===== src/sv/assert_macros.svh =====
// Assertion macros shared by the box blur RTL modules.
`ifndef ASSERT_MACROS_SVH
`define ASSERT_MACROS_SVH

// Same-cycle implication, sampled on clk, off while rst_n is low.
`define BB3_ASSERT_IMP(lbl, ante, cons, msg) \
  lbl: assert property (@(posedge clk) disable iff (!rst_n) (ante) |-> (cons)) \
    else $error(msg);

// Next-cycle implication, sampled on clk, off while rst_n is low.
`define BB3_ASSERT_NXT(lbl, ante, cons, msg) \
  lbl: assert property (@(posedge clk) disable iff (!rst_n) (ante) |=> (cons)) \
    else $error(msg);

`endif


===== src/sv/bb3_pkg.sv =====
// Shared constants, types and helper functions of the 3x3 box blur.
`timescale 1ns / 1ps

package bb3_pkg;

  // Line store geometry
  localparam int MAX_W  = 1024;
  localparam int COL_W  = $clog2(MAX_W);
  localparam int EW_W   = $clog2(MAX_W + 1);

  // Field and register widths
  localparam int CH_W       = 8;
  localparam int WCFG_W     = 11;
  localparam int HCFG_W     = 16;
  localparam int ROW_W      = 16;
  localparam int IROW_W     = 17;
  localparam int CFG_IDX_W  = 1;
  localparam int CFG_DATA_W = 16;

  // Register indexes
  localparam logic [CFG_IDX_W-1:0] REG_WIDTH  = 1'b0;
  localparam logic [CFG_IDX_W-1:0] REG_HEIGHT = 1'b1;

  localparam logic [WCFG_W-1:0] WIDTH_RST  = 11'd1024;
  localparam logic [HCFG_W-1:0] HEIGHT_RST = 16'd480;

  // Request codes
  localparam logic REQ_PIXEL = 1'b0;
  localparam logic REQ_DRAIN = 1'b1;

  // Queue between front and back
  localparam int Q_DEPTH = 4;
  localparam int Q_AW    = $clog2(Q_DEPTH);
  localparam int Q_CW    = $clog2(Q_DEPTH + 1);

  // Arithmetic widths: sum of nine 8-bit values, rounding numerator 2*sum+count,
  // reciprocal of 2*count scaled by 2^RCP_SH
  localparam int SUM_W  = 12;
  localparam int CNT_W  = 4;
  localparam int X_W    = 13;
  localparam int RCP_W  = 18;
  localparam int RCP_SH = 18;
  localparam int PROD_W = X_W + RCP_W;

  typedef struct packed {
    logic [CH_W-1:0] red;
    logic [CH_W-1:0] green;
    logic [CH_W-1:0] blue;
  } pix_t;

  // One advance of the window, as handed from front to back
  typedef struct packed {
    pix_t above;
    pix_t middle;
    pix_t pix;
    logic emit;
    logic top_ok;
    logic bot_ok;
    logic left_ok;
    logic right_ok;
    logic last;
  } bb3_op_t;

  typedef enum logic [1:0] {
    FE_IDLE,
    FE_READ,
    FE_WRITE
  } fe_state_t;

  typedef enum logic [1:0] {
    BK_IDLE,
    BK_SUM,
    BK_DIV
  } bk_state_t;

  // ceil(2^RCP_SH / (2*cnt)); exact floor division for every numerator below 2^X_W
  function automatic logic [RCP_W-1:0] bb3_recip(input logic [CNT_W-1:0] cnt);
    logic [RCP_W-1:0] r;
    case (cnt)
      4'd1:    r = 18'd131072;
      4'd2:    r = 18'd65536;
      4'd3:    r = 18'd43691;
      4'd4:    r = 18'd32768;
      4'd6:    r = 18'd21846;
      4'd9:    r = 18'd14564;
      default: r = '0;
    endcase
    return r;
  endfunction

endpackage


===== src/sv/bb3_fifo.sv =====
// Short queue of window advances between front and back.
`timescale 1ns / 1ps
`include "assert_macros.svh"

module bb3_fifo import bb3_pkg::*; (
  input  logic    clk,
  input  logic    rst_n,
  input  logic    push,
  input  bb3_op_t push_data,
  output logic    full,
  input  logic    pop,
  output bb3_op_t pop_data,
  output logic    empty
);

  bb3_op_t          mem_r [Q_DEPTH];
  logic [Q_AW-1:0]  wp_r, wp_nxt, rp_r, rp_nxt;
  logic [Q_CW-1:0]  cnt_r, cnt_nxt;

  assign full     = (cnt_r == Q_CW'(Q_DEPTH));
  assign empty    = (cnt_r == '0);
  assign pop_data = mem_r[rp_r];

  always_comb begin
    wp_nxt  = wp_r;
    rp_nxt  = rp_r;
    cnt_nxt = cnt_r;
    if (push) wp_nxt = (wp_r == Q_AW'(Q_DEPTH - 1)) ? '0 : wp_r + Q_AW'(1);
    if (pop)  rp_nxt = (rp_r == Q_AW'(Q_DEPTH - 1)) ? '0 : rp_r + Q_AW'(1);
    if (push && !pop) begin
      cnt_nxt = cnt_r + Q_CW'(1);
    end else if (pop && !push) begin
      cnt_nxt = cnt_r - Q_CW'(1);
    end
  end

  always_ff @(posedge clk) begin
    if (!rst_n) begin
      wp_r  <= '0;
      rp_r  <= '0;
      cnt_r <= '0;
    end else begin
      wp_r  <= wp_nxt;
      rp_r  <= rp_nxt;
      cnt_r <= cnt_nxt;
    end
  end

  always_ff @(posedge clk) begin
    if (push) mem_r[wp_r] <= push_data;
  end

  `BB3_ASSERT_IMP(a_push_room, push, !full, "bb3_fifo: push while full")
  `BB3_ASSERT_IMP(a_pop_data, pop, !empty, "bb3_fifo: pop while empty")
  `BB3_ASSERT_NXT(a_count_up, push && !pop, cnt_r == $past(cnt_r) + Q_CW'(1), "bb3_fifo: count lost a push")

endmodule


===== config.mk =====
export PLATFORM = sky130hd
export DESIGN_NAME = bb3_fifo
export DESIGN_NICKNAME = d
export VERILOG_FILES = /design/src/sv/bb3_pkg.sv /design/src/sv/bb3_fifo.sv
export VERILOG_INCLUDE_DIRS = /design/src /design/src/sv
export SDC_FILE = /design/constraint.sdc
export NUM_CORES = 1
export LEC_CHECK = 0
export BUFFER_PORTS_ARGS = -buffer_cell sky130_fd_sc_hd__buf_4
export CAP_MARGIN = 30
export CORE_MARGIN = 3
export CORE_UTILIZATION = 25
export CTS_CLUSTER_SIZE = 30
export DETAILED_ROUTE_END_ITERATION = 16
export PLACE_DENSITY = 0.53
export RECOVER_POWER = 25
export REMOVE_ABC_BUFFERS = 1
export SETUP_SLACK_MARGIN = 0.15
export SLEW_MARGIN = 20
export SYNTH_ARGS = -nofsm -noshare
export SYNTH_HDL_FRONTEND = slang
export SYNTH_SLANG_ARGS = --single-unit

===== constraint.sdc =====
create_clock -name clk -period 2.8 [get_ports clk]
set_clock_uncertainty 0.2 [all_clocks]
set_input_delay 0.14 -clock clk [delete_from_list [all_inputs] [get_ports clk]]
set_output_delay 0.14 -clock clk [all_outputs]
set_load 0.005 [all_outputs]

# [Word level (Yosys, flattened, before mapping)]
# Memory sizes are Yosys's and may differ from the RTL's. A register that Yosys moved wholly into a read port is not among the register bits.
# Cells that the tools add are included.
# Widths: inputs -> output; s select.
[classes] add_sub_neg=4 eq_ne=3 mux=8 reduce_logical=6
[op_table] op="$mux 2" count=4
[op_table] op="$mux 3" count=2
[op_table] op="$add 2x1->2 const B" count=2
[op_table] op="$eq 2x2->1 const B" count=2
[op_table] op="$add 3x1->3 const B" count=1
[op_table] op="$eq 3x3->1 const B" count=1
[op_table] op="$logic_not 3->1" count=1
[op_table] op="$sub 3x1->3 const B" count=1
[op_table] op="$logic_and 1x1->1" count=2
[op_table] op="$logic_not 1->1" count=2
[op_table] op="$mux 1" count=2
[op_table] op="$reduce_bool 2->1" count=1
[word_totals] ff_bits=7 ramBits=312 out_inout_bits=80 elab_cells=25 memories=1
[memory_table] memory="mem_r" depth=4 width=78 read_ports=1 rd_ports_with_merged_regs=1 write_ports=1 line="bb3_fifo.sv:16" text="bb3_op_t mem_r [Q_DEPTH];"

# [Longest topological paths before layout]
# Gate-level depths: netlist of the first run.
[depth] depth_word=4 mapped_depth=7

# [Worst setup path before layout of the first run]
# OpenSTA, ideal clock, no wires.
[synth_path] path_type="register to register" startpoint="reg wp_r[0]" endpoint="mem mem_r[3][0] in the netlist's numbering (enable)" t_arrival_ns=2.366 t_required_ns=2.156 slack_ns=-0.211 stages_incl_launch_ff=3 n_path_buf=0 path_cell_list="dfxtp_1 ha_1 and2_1"
[synth_rtl] element="start: declaration" line="bb3_fifo.sv:17" text="logic [Q_AW-1:0] wp_r, wp_nxt, rp_r, rp_nxt;"
[synth_rtl] element="start signal: assignment" line="bb3_fifo.sv:43" text="wp_r <= wp_nxt;"
[synth_rtl] element="end: declaration" line="bb3_fifo.sv:16"
# Straight into the memory's write port.

==> run metrics, run 1 <==
run status=completed; fillers=4378; CP arrival=2.18 ns; hold slack final=0.169 ns; grt ovf=0; RePlAce Congestion=around 0.64; Syn Inst Count=452; core area=approximately 46000 µm²; top cells by count, synth=312 x edfxtp_1, 78 x mux4_2, 9 x dfxtp_1; setup TNS=0 ns; cell with the most instances after synthesis=edfxtp_1; PD cells=711 nW/µm²; Port Buffers=161; slew margin rel.=61.0%; CTS tree=yes; Max VDD drop=between 0.0005 and 0.0006 V; Worst-Skew Late Latency=0.52 ns; per-cell routed wire length=17.5 µm; Cell Count, Final, Fillers Out=1350; Pins Over Slew Limit=0; number of synthesized flops with an enable pin=312; Distinct cells, synth=23; synthesis-stage register bit count=321; n_diodes=0; Post-DP Area=13700 µm²; Slowest cell on crit path=mux4_2; Hold Startpoint=push_data[11]; CTS Buffer Depth=3; Vias=5571; period utilisation layout=89.8%; Leak=5.08 nW; R2R setup slack=around 0.94 ns; number of nets in the layout=814; final hold vios=0; measured slew at the worst slew-check pin=about 0.6 ns; RSZ-0062 raised after global routing=true; Inst Count DP=approximately 1200; Clock transition at path regs=0.06 ns; vias in the first global route=6155; synth warn=0; Post-DP HPWL=13500 µm; Initial DRT Pass Iterations=4; GR Util All Layers=9.60%; pin count of the biggest net entering global routing=a little under 80; CTS root buffer=clkbuf_16; critical path peak fanout=28; Layout area overhead=32.2%; asr flop ratio synth=0%; antenna violations before repair=0; Ports=162; top cell type's share of synthesized area=79.9%; Hold/Removal Path Class=in -> reg; top_reg_cell synth=edfxtp_1; largest stage delay on the critical path=between 0.5 and 0.6 ns; syn_area_per_cell=26.0 µm²; share of post-route cells with drive strength above 1=roughly a third; Final Util=between 30% and 40%; worst-path cell chain=buf_12 -> mux4_2 -> buf_4; chip width=223 µm; final wirelength=roughly 24000 µm; Worst setup EP type=output port; Starting DRT DRC Count=roughly 270; # rows=78; max frequency=0.398 GHz; Mapped Area=~12000 µm²; Die Y=223 µm; synth top area cells=edfxtp_1 80%, mux4_2 15%, dfxtp_1 1.5%; fin area=15500 µm²; global-route wire length before repair=36600 µm; sequential element share of the synthesized area=81.4%; Post-CTS Setup Bufs=0; Synth area leader=edfxtp_1; minimum clock period=2.52 ns; RR Startpoint=wp_r[0]; buffers and inverters on the worst path=2; Critical Path RT=2.46 ns; initial cell density of the core=25.6%; startpoint types=flop; vias per cell=4.13; MaxCap Viol Count=0; final setup fails=0; WS Path Type=reg -> out; CTS Sinks=321; Top Family by Delay on Critical Path=multiplexers; DIE AREA=49600 µm²; # H-tree levels=2; antenna viol nets, final=0; Residual DRC=0; clock buffer count from CTS=36
==> placed cells by master (no fill, tap or decap), types with 2 or more instances in the layout <==
cell type      instances
edfxtp_1             312
buf_4                117
dlygate4sd3_1         81
mux4_2                78
clkbuf_1              55
clkbuf_16             37
dfxtp_1                7
buf_12                 7
ha_1                   6
clkinv_1               6
nor2b_1                5
inv_1                  4
and2_4                 4
mux2i_1                4
clkinv_2               4
nor3_1                 2
dfxtp_4                2
bufinv_16              2
clkbuf_8               2
clkinvlp_4             2
clkinv_4               2
==> per-layer routing <==
metal	GRT usage [%]	share of wire, %	vias up
met5	0	0	-
met4	3.75	2.6	0
met3	2.80	6.0	37
met2	15.5	49	140
met1	12.2	43	2908
li1	-	-	2486
==> sequential cells by signal, summed over array words and instances, names as in the netlist, named ones only <==
register,flops
wp_r,2
mem_r,312
rp_r,2
cnt_r,3
==> logic make-up after synthesis <==
group / synth area share (%)
flip-flops: 81.4
multiplexers: 15.3
buffers and inverters: 1.39
AND/OR/NAND/NOR: 0.768
adder cells (fa/ha/maj): 0.811
AO/OA/AOI/OAI: 0.171
XOR/XNOR: 0.149
==> cell type report <==
cell class	instances	area [µm²]	area share (%)
clock inverter	16	135	0.872
multi-input combinational	109	2030	13.1
tap	600	751	4.84
inverter	4	15.0	0.0968
clock buffer	47	983	6.34
timing repair buffer	253	2030	13.1
sequential	321	9560	61.6
==> metrics by stage <==
stage / power [mW] / setup WS [ns]
global route: 11.5 / 0.145
global placement: 6.65 / 0.783
floorplan: 6.12 / -1.49
CTS: 11.3 / 0.178
detailed placement: 6.67 / 0.771
finish: 11.0 / 0.285
==> path summary, 6_finish.rpt <==
| path | end | depth (start not counted) |
|---|---|---|
| worst min register to register | cnt_r[2] | 2 |
| worst min-delay path | mem_r[3][11] | 2 |
| worst max register to register | mem_r[2][42] | 4 |
| worst max-delay path | pop_data[1] | 3 |
==> worst register-to-register path: cells and delay by family (launching register included) <==
family,cells,cell delay [ns]
DFF,1,0.35
and+or+nand+nor,1,0.41
buffers and inverters,2,0.40
adders and majority gates,1,0.14
==> where the power goes <==
part           internal, mW  switching (mW)
clock network          2.66            1.78
logic                 0.571           0.450
registers              5.50          0.0671
total                  8.73            2.30
==> repair_timing <==
| item | in CTS | in global routing |
|---|---|---|
| endpoints found under the hold margin | 321 | 0 |
| hold buffers | 81 | 0 |
| endpoints found under the setup margin | 0 | 4 |
| resized for setup | 0 | 1 |
Note: power is estimated with default switching activity, not from simulation.
==> run 2, diff against run 1 <==
- CORE_MARGIN: 3 -> 1.5
- PLACE_DENSITY: 0.53 -> 0.51
- clock period: 2.8 -> 2.86 ns (I/O delays scaled with it)
==> run 2 against run 1 <==
Effect of this change: sequential share of layout area is 0.36 points lower; flip-flop and latch count stayed put; largest cell class unchanged; critical path depth unchanged; critical endpoint is now pop_data[57]; power is 1.2% lower.
==> run metrics, run 2 (synthesis results as in run 1) <==
final hold vios=0 (unchanged); hold slack final=0.174 ns (+0.00575 ns); Port Buffers=161 (unchanged); per-cell routed wire length=18.5 µm (+6.2%); GR Util All Layers=10.5% (+0.89 points); Pins Over Slew Limit=0 (unchanged); Worst setup EP type=output port; # H-tree levels=2 (unchanged); Critical Path RT=2.52 ns (+0.06 ns); Hold/Removal Path Class=in -> reg; Max VDD drop=0.000406 V (-21%); PD cells=699 nW/µm² (-1.8%); final setup fails=0 (unchanged); setup ws final=0.327 ns (+0.0425 ns); max reg flops=312 (unchanged); startpoint types=flop; CTS Buffer Depth=3 (unchanged); Worst-Skew Late Latency=0.53 ns (about the same); post-CTS sizing=0 (unchanged); commonest non-fill, non-tap cell in the layout=edfxtp_1; pin count of the biggest net entering global routing=31 (-61%); Layout area overhead=32.9%; CTS Sinks=321 (unchanged); Vias=5612 (+0.74%); Post-DP HPWL=15100 µm (+12%); Place WS=0.819 ns (+0.0472 ns); Leak=5.12 nW (+0.89%); grt ovf=0 (unchanged); # rows=79 (+1.3%); largest stage delay on the critical path=0.57 ns (about the same); CTS tree=yes; run status=completed; clock buffer count from CTS=37 (+2.8%); Cell Count, Final, Fillers Out=1363 (+0.96%); Design Power=10.9 mW (-1.2%); cts hold-fix bufs=83 (+2.5%); RSZ-0062 raised after global routing=false; number of nets in the layout=822 (+0.98%); Reg with most FFs=mem_r; RePlAce Congestion=0.672 (+5.7%); Post-CTS Setup Bufs=0 (unchanged); WS Path Type=reg -> out; fin area=15600 µm² (+0.58%); CP arrival=2.19 ns (about the same); final wirelength=25200 µm (+7.2%); CTS root buffer=clkbuf_16; most frequent cells in the layout=312 x edfxtp_1, 120 x buf_4, 83 x dlygate4sd3_1; biggest regs=mem_r: 312 flops, cnt_r: 3 flops; Post-DP Area=13800 µm² (+0.52%); global-route wire length before repair=37100 µm (+1.4%); antenna viol nets, final=0 (unchanged); slew margin rel.=69.9% (+8.9 points); critical path peak fanout=15 (-46%); chip width=220 µm (-1.3%); MaxCap Viol Count=0 (unchanged); Residual DRC=0 (unchanged); core area=46500 µm² (+1.3%); Slowest cell on crit path=mux4_2; Inst Count DP=1218 (+1.0%); Initial DRT Pass Iterations=4 (unchanged); antenna violations before repair=2 (+2); Ports=162 (unchanged); most used cell, CP=buf_4; Die Y=220 µm (-1.3%); share of post-route cells with drive strength above 1=34.8% (+0.43 points); Final Util=33.6% (-0.23 points); measured slew at the worst slew-check pin=0.452 ns (-0.133 ns); vias in the first global route=6041 (-1.9%); worst-path cell chain=buf_4 -> mux4_2 -> buf_4; DIE AREA=48200 µm² (-2.7%); minimum clock period=2.53 ns; Starting DRT DRC Count=374 (+38%); setup TNS=0 ns (unchanged); max frequency=roughly 0.39 GHz; vias per cell=4.12 (-0.22%); Clock transition at path regs=0.05 ns (about the same); period utilisation layout=88.6%; initial cell density of the core=25.3% (-0.32 points)
[run 2: cell types whose count changed in the layout (fill, tap and decap cells not counted), sizes merged]
cell | before | now
clkbuf | 94 | 92
diode | 0 | 1
inv | 4 | 5
clkinvlp | 2 | 1
buf | 125 | 130
dlygate4sd3 | 81 | 83
[run 2: final timing paths]
kind	startpoint	end	slack, ns	depth (start not counted)
hold reg to reg	cnt_r[2]	cnt_r[2]	0.33	2
setup / recovery	flop	pop_data[57]	0.33	3
setup reg to reg	wp_r[0]	mem_r[1][20]	1.04	3
hold / removal	push_data[34]	mem_r[1][34]	0.17	2
[run 2: worst max-delay path, delay by kind of cell, from the launching register on]
kind                   cells  cell delay, ns
multiplexers               1            0.57
flip-flops                 1            0.54
buffers and inverters      2            0.53
[run 2: where the power goes]
part	total (mW)	switching (mW)	internal, mW
combinational	1.03	0.454	0.571
clock	4.41	1.81	2.61
sequential	5.46	0.0700	5.39
[run 2: metal layers]
| metal | GRT usage (%) | share of wire [%] | vias to the layer above |
|---|---|---|---|
| met1 | 13.8 | 45 | 2935 |
| met5 | 0 | 0.028 | - |
| met4 | 3.38 | 2.2 | 2 |
| met3 | 3.34 | 5.7 | 41 |
| li1 | - | - | 2501 |
| met2 | 16.5 | 47 | 133 |
[run 2: cell type report]
class | count | area (µm²)
timing repair buffer | 260 | 2110
inverter | 4 | 15.0
fill | 4441 | 30900
tap | 607 | 759
clock inverter | 16 | 145
clock buffer | 45 | 977
multi-input combinational | 109 | 2030
sequential | 321 | 9560
antenna | 1 | 2.50
