==> config.mk <==
export PLATFORM = sky130hd
export DESIGN_NAME = bb3_back
export DESIGN_NICKNAME = d
export VERILOG_FILES = /design/src/sv/bb3_pkg.sv /design/src/sv/bb3_back.sv
export VERILOG_INCLUDE_DIRS = /design/src /design/src/sv
export SDC_FILE = /design/constraint.sdc
export NUM_CORES = 2
export LEC_CHECK = 0
export CAP_MARGIN = 15
export CELL_PAD_IN_SITES_DETAIL_PLACEMENT = 1
export CELL_PAD_IN_SITES_GLOBAL_PLACEMENT = 1
export CORE_MARGIN = 2
export CORE_UTILIZATION = 29
export CTS_CLUSTER_SIZE = 28
export DETAILED_ROUTE_END_ITERATION = 16
export DONT_BUFFER_PORTS = 1
export PLACE_DENSITY_LB_ADDON = 0.1
export SLEW_MARGIN = 25
export SYNTH_ARGS = -nofsm -noshare
export SYNTH_HDL_FRONTEND = slang
export SYNTH_SLANG_ARGS = --single-unit
==> constraint.sdc <==
create_clock -name clk -period 27.9 [get_ports clk]
set_input_delay 4.185 -clock clk [delete_from_list [all_inputs] [get_ports clk]]
set_output_delay 4.185 -clock clk [all_outputs]
set_load 0.005 [all_outputs]
==> src/sv/assert_macros.svh <==
// Assertion macros shared by the box blur RTL modules.
`ifndef ASSERT_MACROS_SVH
`define ASSERT_MACROS_SVH

// Same-cycle implication, sampled on clk, off while rst_n is low.
`define BB3_ASSERT_IMP(lbl, ante, cons, msg) \
  lbl: assert property (@(posedge clk) disable iff (!rst_n) (ante) |-> (cons)) \
    else $error(msg);

// Next-cycle implication, sampled on clk, off while rst_n is low.
`define BB3_ASSERT_NXT(lbl, ante, cons, msg) \
  lbl: assert property (@(posedge clk) disable iff (!rst_n) (ante) |=> (cons)) \
    else $error(msg);

`endif

==> src/sv/bb3_pkg.sv <==
// Shared constants, types and helper functions of the 3x3 box blur.
`timescale 1ns / 1ps

package bb3_pkg;

  // Line store geometry
  localparam int MAX_W  = 1024;
  localparam int COL_W  = $clog2(MAX_W);
  localparam int EW_W   = $clog2(MAX_W + 1);

  // Field and register widths
  localparam int CH_W       = 8;
  localparam int WCFG_W     = 11;
  localparam int HCFG_W     = 16;
  localparam int ROW_W      = 16;
  localparam int IROW_W     = 17;
  localparam int CFG_IDX_W  = 1;
  localparam int CFG_DATA_W = 16;

  // Register indexes
  localparam logic [CFG_IDX_W-1:0] REG_WIDTH  = 1'b0;
  localparam logic [CFG_IDX_W-1:0] REG_HEIGHT = 1'b1;

  localparam logic [WCFG_W-1:0] WIDTH_RST  = 11'd1024;
  localparam logic [HCFG_W-1:0] HEIGHT_RST = 16'd480;

  // Request codes
  localparam logic REQ_PIXEL = 1'b0;
  localparam logic REQ_DRAIN = 1'b1;

  // Queue between front and back
  localparam int Q_DEPTH = 4;
  localparam int Q_AW    = $clog2(Q_DEPTH);
  localparam int Q_CW    = $clog2(Q_DEPTH + 1);

  // Arithmetic widths: sum of nine 8-bit values, rounding numerator 2*sum+count,
  // reciprocal of 2*count scaled by 2^RCP_SH
  localparam int SUM_W  = 12;
  localparam int CNT_W  = 4;
  localparam int X_W    = 13;
  localparam int RCP_W  = 18;
  localparam int RCP_SH = 18;
  localparam int PROD_W = X_W + RCP_W;

  typedef struct packed {
    logic [CH_W-1:0] red;
    logic [CH_W-1:0] green;
    logic [CH_W-1:0] blue;
  } pix_t;

  // One advance of the window, as handed from front to back
  typedef struct packed {
    pix_t above;
    pix_t middle;
    pix_t pix;
    logic emit;
    logic top_ok;
    logic bot_ok;
    logic left_ok;
    logic right_ok;
    logic last;
  } bb3_op_t;

  typedef enum logic [1:0] {
    FE_IDLE,
    FE_READ,
    FE_WRITE
  } fe_state_t;

  typedef enum logic [1:0] {
    BK_IDLE,
    BK_SUM,
    BK_DIV
  } bk_state_t;

  // ceil(2^RCP_SH / (2*cnt)); exact floor division for every numerator below 2^X_W
  function automatic logic [RCP_W-1:0] bb3_recip(input logic [CNT_W-1:0] cnt);
    logic [RCP_W-1:0] r;
    case (cnt)
      4'd1:    r = 18'd131072;
      4'd2:    r = 18'd65536;
      4'd3:    r = 18'd43691;
      4'd4:    r = 18'd32768;
      4'd6:    r = 18'd21846;
      4'd9:    r = 18'd14564;
      default: r = '0;
    endcase
    return r;
  endfunction

endpackage

==> src/sv/bb3_back.sv <==
// Back end: 3x3 window, masked channel sums and rounded division.
`timescale 1ns / 1ps
`include "assert_macros.svh"

module bb3_back import bb3_pkg::*; (
  input  logic            clk,
  input  logic            rst_n,
  input  logic            q_empty,
  output logic            q_pop,
  input  bb3_op_t         q_data,
  output logic            out_valid,
  input  logic            out_stall,
  output logic [CH_W-1:0] out_red,
  output logic [CH_W-1:0] out_green,
  output logic [CH_W-1:0] out_blue,
  output logic            out_last_pixel
);

  bk_state_t st_r, st_nxt;

  pix_t win_r [3][3];
  logic top_r, bot_r, left_r, right_r, last_r;
  logic [X_W-1:0]   xr_r, xg_r, xb_r;
  logic [CNT_W-1:0] cnt_r;

  logic [2:0]        row_en, col_en;
  logic [1:0]        rows, cols;
  logic [CNT_W-1:0]  cnt_c;
  logic [SUM_W-1:0]  sr, sg, sb;
  logic [RCP_W-1:0]  rcp;
  logic [PROD_W-1:0] pr, pg, pb;
  logic out_valid_r, out_free, load_out, quot_ovf;

  assign row_en = {bot_r, 1'b1, top_r};
  assign col_en = {right_r, 1'b1, left_r};
  assign rows   = 2'd1 + 2'(top_r) + 2'(bot_r);
  assign cols   = 2'd1 + 2'(left_r) + 2'(right_r);
  assign cnt_c  = CNT_W'(rows) * CNT_W'(cols);

  // Masked sums over the window
  always_comb begin
    sr = '0;
    sg = '0;
    sb = '0;
    for (int i = 0; i < 3; i++) begin
      for (int j = 0; j < 3; j++) begin
        if (row_en[i] && col_en[j]) begin
          sr = sr + SUM_W'(win_r[i][j].red);
          sg = sg + SUM_W'(win_r[i][j].green);
          sb = sb + SUM_W'(win_r[i][j].blue);
        end
      end
    end
  end

  assign rcp      = bb3_recip(cnt_r);
  assign pr       = PROD_W'(xr_r) * PROD_W'(rcp);
  assign pg       = PROD_W'(xg_r) * PROD_W'(rcp);
  assign pb       = PROD_W'(xb_r) * PROD_W'(rcp);
  assign quot_ovf = (|pr[PROD_W-1:RCP_SH+CH_W]) || (|pg[PROD_W-1:RCP_SH+CH_W]) ||
                    (|pb[PROD_W-1:RCP_SH+CH_W]);
  assign out_free = !out_valid_r || !out_stall;

  // Next state
  always_comb begin
    st_nxt = st_r;
    case (st_r)
      BK_IDLE: if (!q_empty) st_nxt = q_data.emit ? BK_SUM : BK_IDLE;
      BK_SUM:  st_nxt = BK_DIV;
      BK_DIV:  if (out_free) st_nxt = BK_IDLE;
      default: st_nxt = BK_IDLE;
    endcase
  end

  // State outputs
  always_comb begin
    q_pop    = 1'b0;
    load_out = 1'b0;
    case (st_r)
      BK_IDLE: q_pop = !q_empty;
      BK_SUM:  q_pop = 1'b0;
      BK_DIV:  load_out = out_free;
      default: q_pop = 1'b0;
    endcase
  end

  always_ff @(posedge clk) begin
    if (!rst_n) begin
      st_r        <= BK_IDLE;
      out_valid_r <= 1'b0;
    end else begin
      st_r <= st_nxt;
      if (load_out) begin
        out_valid_r <= 1'b1;
      end else if (!out_stall) begin
        out_valid_r <= 1'b0;
      end
    end
  end

  // Shift the window one column left and take the new column from the queue
  always_ff @(posedge clk) begin
    if (q_pop) begin
      for (int i = 0; i < 3; i++) begin
        win_r[i][0] <= win_r[i][1];
        win_r[i][1] <= win_r[i][2];
      end
      win_r[0][2] <= q_data.above;
      win_r[1][2] <= q_data.middle;
      win_r[2][2] <= q_data.pix;
      top_r   <= q_data.top_ok;
      bot_r   <= q_data.bot_ok;
      left_r  <= q_data.left_ok;
      right_r <= q_data.right_ok;
      last_r  <= q_data.last;
    end
    if (st_r == BK_SUM) begin
      xr_r  <= (X_W'(sr) << 1) + X_W'(cnt_c);
      xg_r  <= (X_W'(sg) << 1) + X_W'(cnt_c);
      xb_r  <= (X_W'(sb) << 1) + X_W'(cnt_c);
      cnt_r <= cnt_c;
    end
    if (load_out) begin
      out_red        <= pr[RCP_SH +: CH_W];
      out_green      <= pg[RCP_SH +: CH_W];
      out_blue       <= pb[RCP_SH +: CH_W];
      out_last_pixel <= last_r;
    end
  end

  assign out_valid = out_valid_r;

  `BB3_ASSERT_NXT(a_div_loads, (st_r == BK_DIV) && out_free, out_valid_r, "bb3_back: result not loaded")
  `BB3_ASSERT_IMP(a_quot_fits, st_r == BK_DIV, !quot_ovf, "bb3_back: mean exceeds 8 bits")
  `BB3_ASSERT_IMP(a_sum_after_pop, st_r == BK_SUM, $past(q_pop) && $past(q_data.emit), "bb3_back: sum without an emitting advance")

endmodule

; Yosys cells after proc, flatten, opt, wreduce, memory -nomap -nowiden
; Memory sizes are Yosys's and may differ from the RTL's.
; Cells that the tools add are included.
[totals]
ff_bits = 76
ramBits = 216
inputBits = 82
out_inout_bits = 27
elab_cells = 107
mem_count = 1
[classes]
addsub = 31
mul = 4
n_eq_ne = 11
muxes = 35
n_reduce_logical = 10
[memory_table]
columns = name, words, word_bits, read_ports, rd_clocked_by_memory_dff, write_ports, line
row1 = win_r, 3, 72, 3, 0, 3, bb3_back.sv:21  ; pix_t win_r [3][3];
[ops]
columns = operator, n
row1 = adder 12 x 8 -> 12 bit, 23
row2 = 2-to-1 mux 12 bit, 20
row3 = case mux 18 bit (6 select lines), 1
row4 = multiplier 13 x 18 -> 26 bit, 3
row5 = adder 13 x 4 -> 13 bit, 3
row6 = 2-to-1 mux 8 bit, 3
row7 = adder 8 x 8 -> 9 bit, 1
row8 = 2-to-1 mux 9 bit, 1
row9 = == test 4 x 2 -> 1 bit (second input constant), 2
row10 = == test 4 x 3 -> 1 bit (second input constant), 2
row11 = 2-to-1 mux 1 bit, 7
row12 = case mux 2 bit (3 select lines), 1
row13 = adder 1 x 1 -> 2 bit (first input constant), 2
row14 = adder 2 x 1 -> 2 bit, 2
row15 = == test 4 x 1 -> 1 bit (second input constant), 1
row16 = == test 4 bit (second input constant), 1
row17 = logical AND 1 bit, 4
row18 = multiplier 2 x 2 -> 4 bit, 1
row19 = 2-to-1 mux 2 bit, 2
row20 = != test 2 bit (second input constant), 2
row21 = logical NOT 1 bit, 3
row22 = == test 2 x 1 -> 1 bit (second input constant), 1
row23 = == test 2 bit (second input constant), 1
row24 = logical NOT 2 bit, 1
row25 = other kinds (3), 3

; Longest topological paths before layout
[logic_depth]
depth_word = 18
depth_mapped = 55
mapped_depth_nobuf = 51

; Worst setup path after synthesis
; No wires, ideal clock.
[synth_path]
kind = input to output
from = input q_empty
to = output q_pop
t_arrival_ns = 19.179
t_required_ns = 23.715
setup_slack_ns = 4.536
cell_stages = 1
n_path_buf = 0
path_cell_list = nor3_1
[synth_between]
elab_chain_len = 2
[synth_lines]
columns = element, line
row1 = "start, declared", bb3_back.sv:8  ; input logic q_empty,
row2 = logical NOT 1 bit, bb3_back.sv:80  ; BK_IDLE: q_pop = !q_empty;
row3 = 2-to-1 mux 1 bit, bb3_back.sv:79  ; case (st_r)
row4 = "end, declared", bb3_back.sv:9  ; output logic q_pop,
; No other way between the ends.

; Worst setup path in the final report
[layout_path]
from = register left_r
to = register xg_r[12] (data pin)
[layout_between]
elab_chain_len = 18
word_cells_on_any_way = 22
classes_between = add/sub: 11 / mul: 1 / mux: 8 / reduce/logical: 2
[layout_lines]
columns = element, line
row1 = "start, declared", bb3_back.sv:22  ; logic top_r, bot_r, left_r, right_r, last_r;
row2 = "start signal, assigned", bb3_back.sv:113  ; left_r <= q_data.left_ok;
row3 = logical AND 1 bit, bb3_back.sv:47  ; if (row_en[i] && col_en[j]) begin
row4 = 2-to-1 mux 8 bit, bb3_back.sv:47
row5 = adder 12 x 8 -> 12 bit, bb3_back.sv:49  ; sg = sg + SUM_W'(win_r[i][j].green);
row6 = 2-to-1 mux 12 bit, bb3_back.sv:47
row7 = adder 12 x 8 -> 12 bit, bb3_back.sv:49
row8 = 2-to-1 mux 12 bit, bb3_back.sv:47
row9 = adder 12 x 8 -> 12 bit, bb3_back.sv:49
row10 = 2-to-1 mux 12 bit, bb3_back.sv:47
row11 = adder 12 x 8 -> 12 bit (2 in a row), bb3_back.sv:49
row12 = 2-to-1 mux 12 bit, bb3_back.sv:47
row13 = adder 12 x 8 -> 12 bit, bb3_back.sv:49
row14 = 2-to-1 mux 12 bit, bb3_back.sv:47
row15 = adder 12 x 8 -> 12 bit, bb3_back.sv:49
row16 = 2-to-1 mux 12 bit, bb3_back.sv:47
row17 = adder 12 x 8 -> 12 bit, bb3_back.sv:49
row18 = 2-to-1 mux 12 bit, bb3_back.sv:47
row19 = adder 13 x 4 -> 13 bit *, bb3_back.sv:119  ; xg_r <= (X_W'(sg) << 1) + X_W'(cnt_c);
row20 = "end signal, assigned", bb3_back.sv:119
row21 = "end, declared", bb3_back.sv:23  ; logic [X_W-1:0] xr_r, xg_r, xb_r;
; Mark *: on every way between the ends. The rest lies on a longest branch, timed or not.
; A chain may end at the register's enable or synchronous reset.

==> flow_metrics.tcl <==
set metrics [dict create \
    status "finished clean" \
    die_h_um 355.8 \
    highest_layer "met5" \
    drv_slew 0 \
    synth-async-reset-ratio_pct 0 \
    rr_startpoint "left_r" \
    place_inst 5174 \
    clock.fmax_mhz 91.54 \
    dr_wl_met2_um 49290 \
    synthFlopType "edfxtp_1" \
    cp-start-kind "flip-flop" \
    routed_wl_um 103000 \
    final_cells 5250 \
    crit_required_ps 28350 \
    drtIter0Drc 979 \
    postCtsResizedCells 0 \
    drive_gt1_share_pct 4.873 \
    cts_htree_levels 2 \
    synth_adder_area_share_pct 39.10 \
    dr_wl_met3_um 2985 \
    drc_errors 0 \
    wl_met1_um 48740 \
    root_buffer "clkbuf_16" \
    finClkSkew_ps 36.70 \
    period_needed_ps 10920 \
    ctsHoldBuffers 0 \
    cts.clk_slew.worst_paths_ps 60 \
    place_hpwl_um 85280 \
    setup_viol 0 \
    ir_worst_vdd_mv 0.05326 \
    detail-route-antenna-nets 0 \
    yosysMostFrequentCell "inv_1" \
    grt_max_degree 69 \
    powerDensity_nw_per_um2 65.83 \
    rows 129 \
    synth_simple_gate_area_share_pct 11.70 \
    ys_seq_area_share_pct 24.09 \
    cts_tree "done" \
    synth_seq_cells 289 \
    die_area_um2 126600 \
    coreArea_um2 123300 \
    yosysWarningCount 0 \
    gp_congestion 0.7945 \
    synth_edf_count 286 \
    post_cts_buffers 0 \
    rsz0062_at_grt "no" \
    swShare_pct 43.83 \
    vias_per_cell 4.614 \
    synthMuxAreaShare_pct 1.234 \
    clk_path_buf_depth 3 \
    maxCapViolCount 0 \
    first_pass_iters 5 \
    r2r-end "xg_r[12]" \
    synth_area_leader_cell "fa_1" \
    die_w_um 355.8 \
    via_count 24230 \
    grt_usage_pct 16.65 \
    synth_commonest_cells "664 x inv_1, 474 x fa_1, 361 x ha_1" \
    max_stage_delay_ps 590 \
    power.share.clock_pct 21.0 \
    syn_area_um2 35900 \
    path_class "flip-flop to flip-flop" \
    synthCells 3566 \
    antenna_found_initial 14 \
    synth_top_area_share_pct 26.43 \
    initial_core_util_pct 29.11 \
    whs_path_depth 0 \
    max-slew-margin-rel_pct 32.91 \
    cp.arrival_ps 11380 \
    finalNetCount 4497 \
    critPathMaxFanout 68 \
    synthTopCellsByArea "fa_1 26%, edfxtp_1 24%, ha_1 13%" \
    critPathCaptureType "flip-flop" \
    synth_compound_area_share_pct 10.95 \
    synth_xor_area_share_pct 5.221 \
    cellLeakagePower_nw 17.94 \
    setup_tns_ps 0 \
    synth_top_family_by_area "adder cells" \
    crit_path_frequent_cell "ha_1" \
    ios 109 \
    grt_pass1_wl_um 160900 \
    pwr-share-comb_pct 56.8 \
    yosysUniqueCellTypes 95 \
    regToRegSetupSlack_ps 16980 \
    grt-ovfl-total 0 \
    cts.sinks 289 \
    syn_area_per_cell_um2 10.07 \
    worst_slew_pin_slew_ps 997.3 \
    timing.final.crit_share_pct 39.15 \
    min_from "last_r" \
    hold_end "out_last_pixel" \
    slowest_stage "o41ai_1" \
    wl_per_cell_um 19.62 \
    io_buffers 0 \
    reg2reg_depth 47 \
    switchingPower_mw 1.137 \
    internal_power_mw 1.456 \
    final_hold_viol_count 0 \
    grt_pass1_vias 26960 \
    insertion_delay_ps 620 \
    hold_path_class "flip-flop to flip-flop" \
    syn_to_final_growth_pct 9.725 \
    power_frac_seq_pct 22.2 \
    cts_buffers 41 \
]
==> routing by layer <==
| layer | up-vias | track usage, % |
|---|---|---|
| met2 | 256 | 28.55 |
| li1 | 11760 | - |
| met4 | 2 | 3.460 |
| met5 | - | 0 |
| met3 | 74 | 1.997 |
| met1 | 12130 | 22.52 |
==> stage by stage <==
step / cell area (µm²) / util [%] / hold WS (ps) / setup slack [ps] / total power, mW
after floorplan: 35930 / - / 400.3 / 4536 / 1.680
after global placement: 38020 / 30.83 / 403.6 / 17120 / 2.070
after detailed placement: 38020 / 30.83 / 408.8 / 16880 / 2.080
after CTS: 39390 / 31.94 / 430.9 / 16830 / 2.657
after global routing: 39390 / 31.94 / 463.8 / 15940 / 2.848
final: 39390 / 31.94 / 423.6 / 16980 / 2.593
==> how the worst max path moves through the flow <==
stage / from / endpoint / slack (ps) / depth (start not counted)
5_1_grt: left_r / xg_r[12] / 15940 / 50
3_3_place_gp: left_r / xb_r[11] / 17120 / 47
2_1_floorplan: q_empty / q_pop / 4540 / 1
3_5_place_dp: left_r / xg_r[12] / 16880 / 47
4_1_cts: left_r / xg_r[12] / 16830 / 47
6_report: left_r / xg_r[12] / 16980 / 47
==> placed cells by master (no fill, tap or decap), types with 34 or more instances in the layout <==
cell type	netlist	routed
fa_1	474	474
xnor2_1	123	123
nand3_1	34	34
nand2_1	252	252
nor2b_1	43	42
nand2b_1	40	40
a21oi_1	174	173
edfxtp_1	286	286
clkbuf_16	0	41
o21a_1	45	45
xor2_1	59	59
ha_1	361	361
and2_1	129	129
inv_1	664	664
a21o_1	69	69
o21ai_0	127	127
nor2_1	233	231
==> layout make-up <==
type | count | area, µm²
sequential | 289 | 8648
antenna | 1 | 2.502
tap | 1637 | 2048
clock inverter | 28 | 319.1
clock buffer | 47 | 1049
fill | 13990 | 83930
multi-input combinational | 2554 | 24610
inverter | 665 | 2496
timing repair buffer | 29 | 217.7
==> flip-flops by register name, summed over array words and instances, names as in the netlist <==
register and count:
xg_r 12, cnt_r 4, st_r 2, last_r 1, out_red 8, top_r 1, win_r 216, bot_r 1
xb_r 12, out_green 8, right_r 1, out_valid 1, left_r 1, xr_r 12, out_last_pixel 1, out_blue 8
==> power by group through the flow <==
stage	Combinational [mW]	Sequential, mW	Clock (mW)
after floorplan	1.11	0.573	0
after global placement	1.49	0.585	0
after detailed placement	1.49	0.585	0
after CTS	1.51	0.576	0.574
after global routing	1.68	0.580	0.586
final	1.47	0.575	0.545
==> worst max-delay path, delay by kind of cell (launching register included) <==
kind	cells	cell delay, ps
buffers and inverters	4	830
AOI/OAI and AO/OA	15	3110
xor gates and xnor gates	3	540
DFF	1	320
and+or+nand+nor	13	2850
adders and majority gates	9	2520
muxes	3	600
==> logic make-up (layout without fill, tap and decap cells) <==
logic type	after synthesis	in the layout
AO/OA/AOI/OAI	601	601
XOR/XNOR	195	195
adder cells (fa/ha/maj)	838	838
buffers and inverters	733	769
flip-flops	289	289
multiplexers	42	42
other	2	13
AND/OR/NAND/NOR	866	866
(Power assumes the default switching activity.)
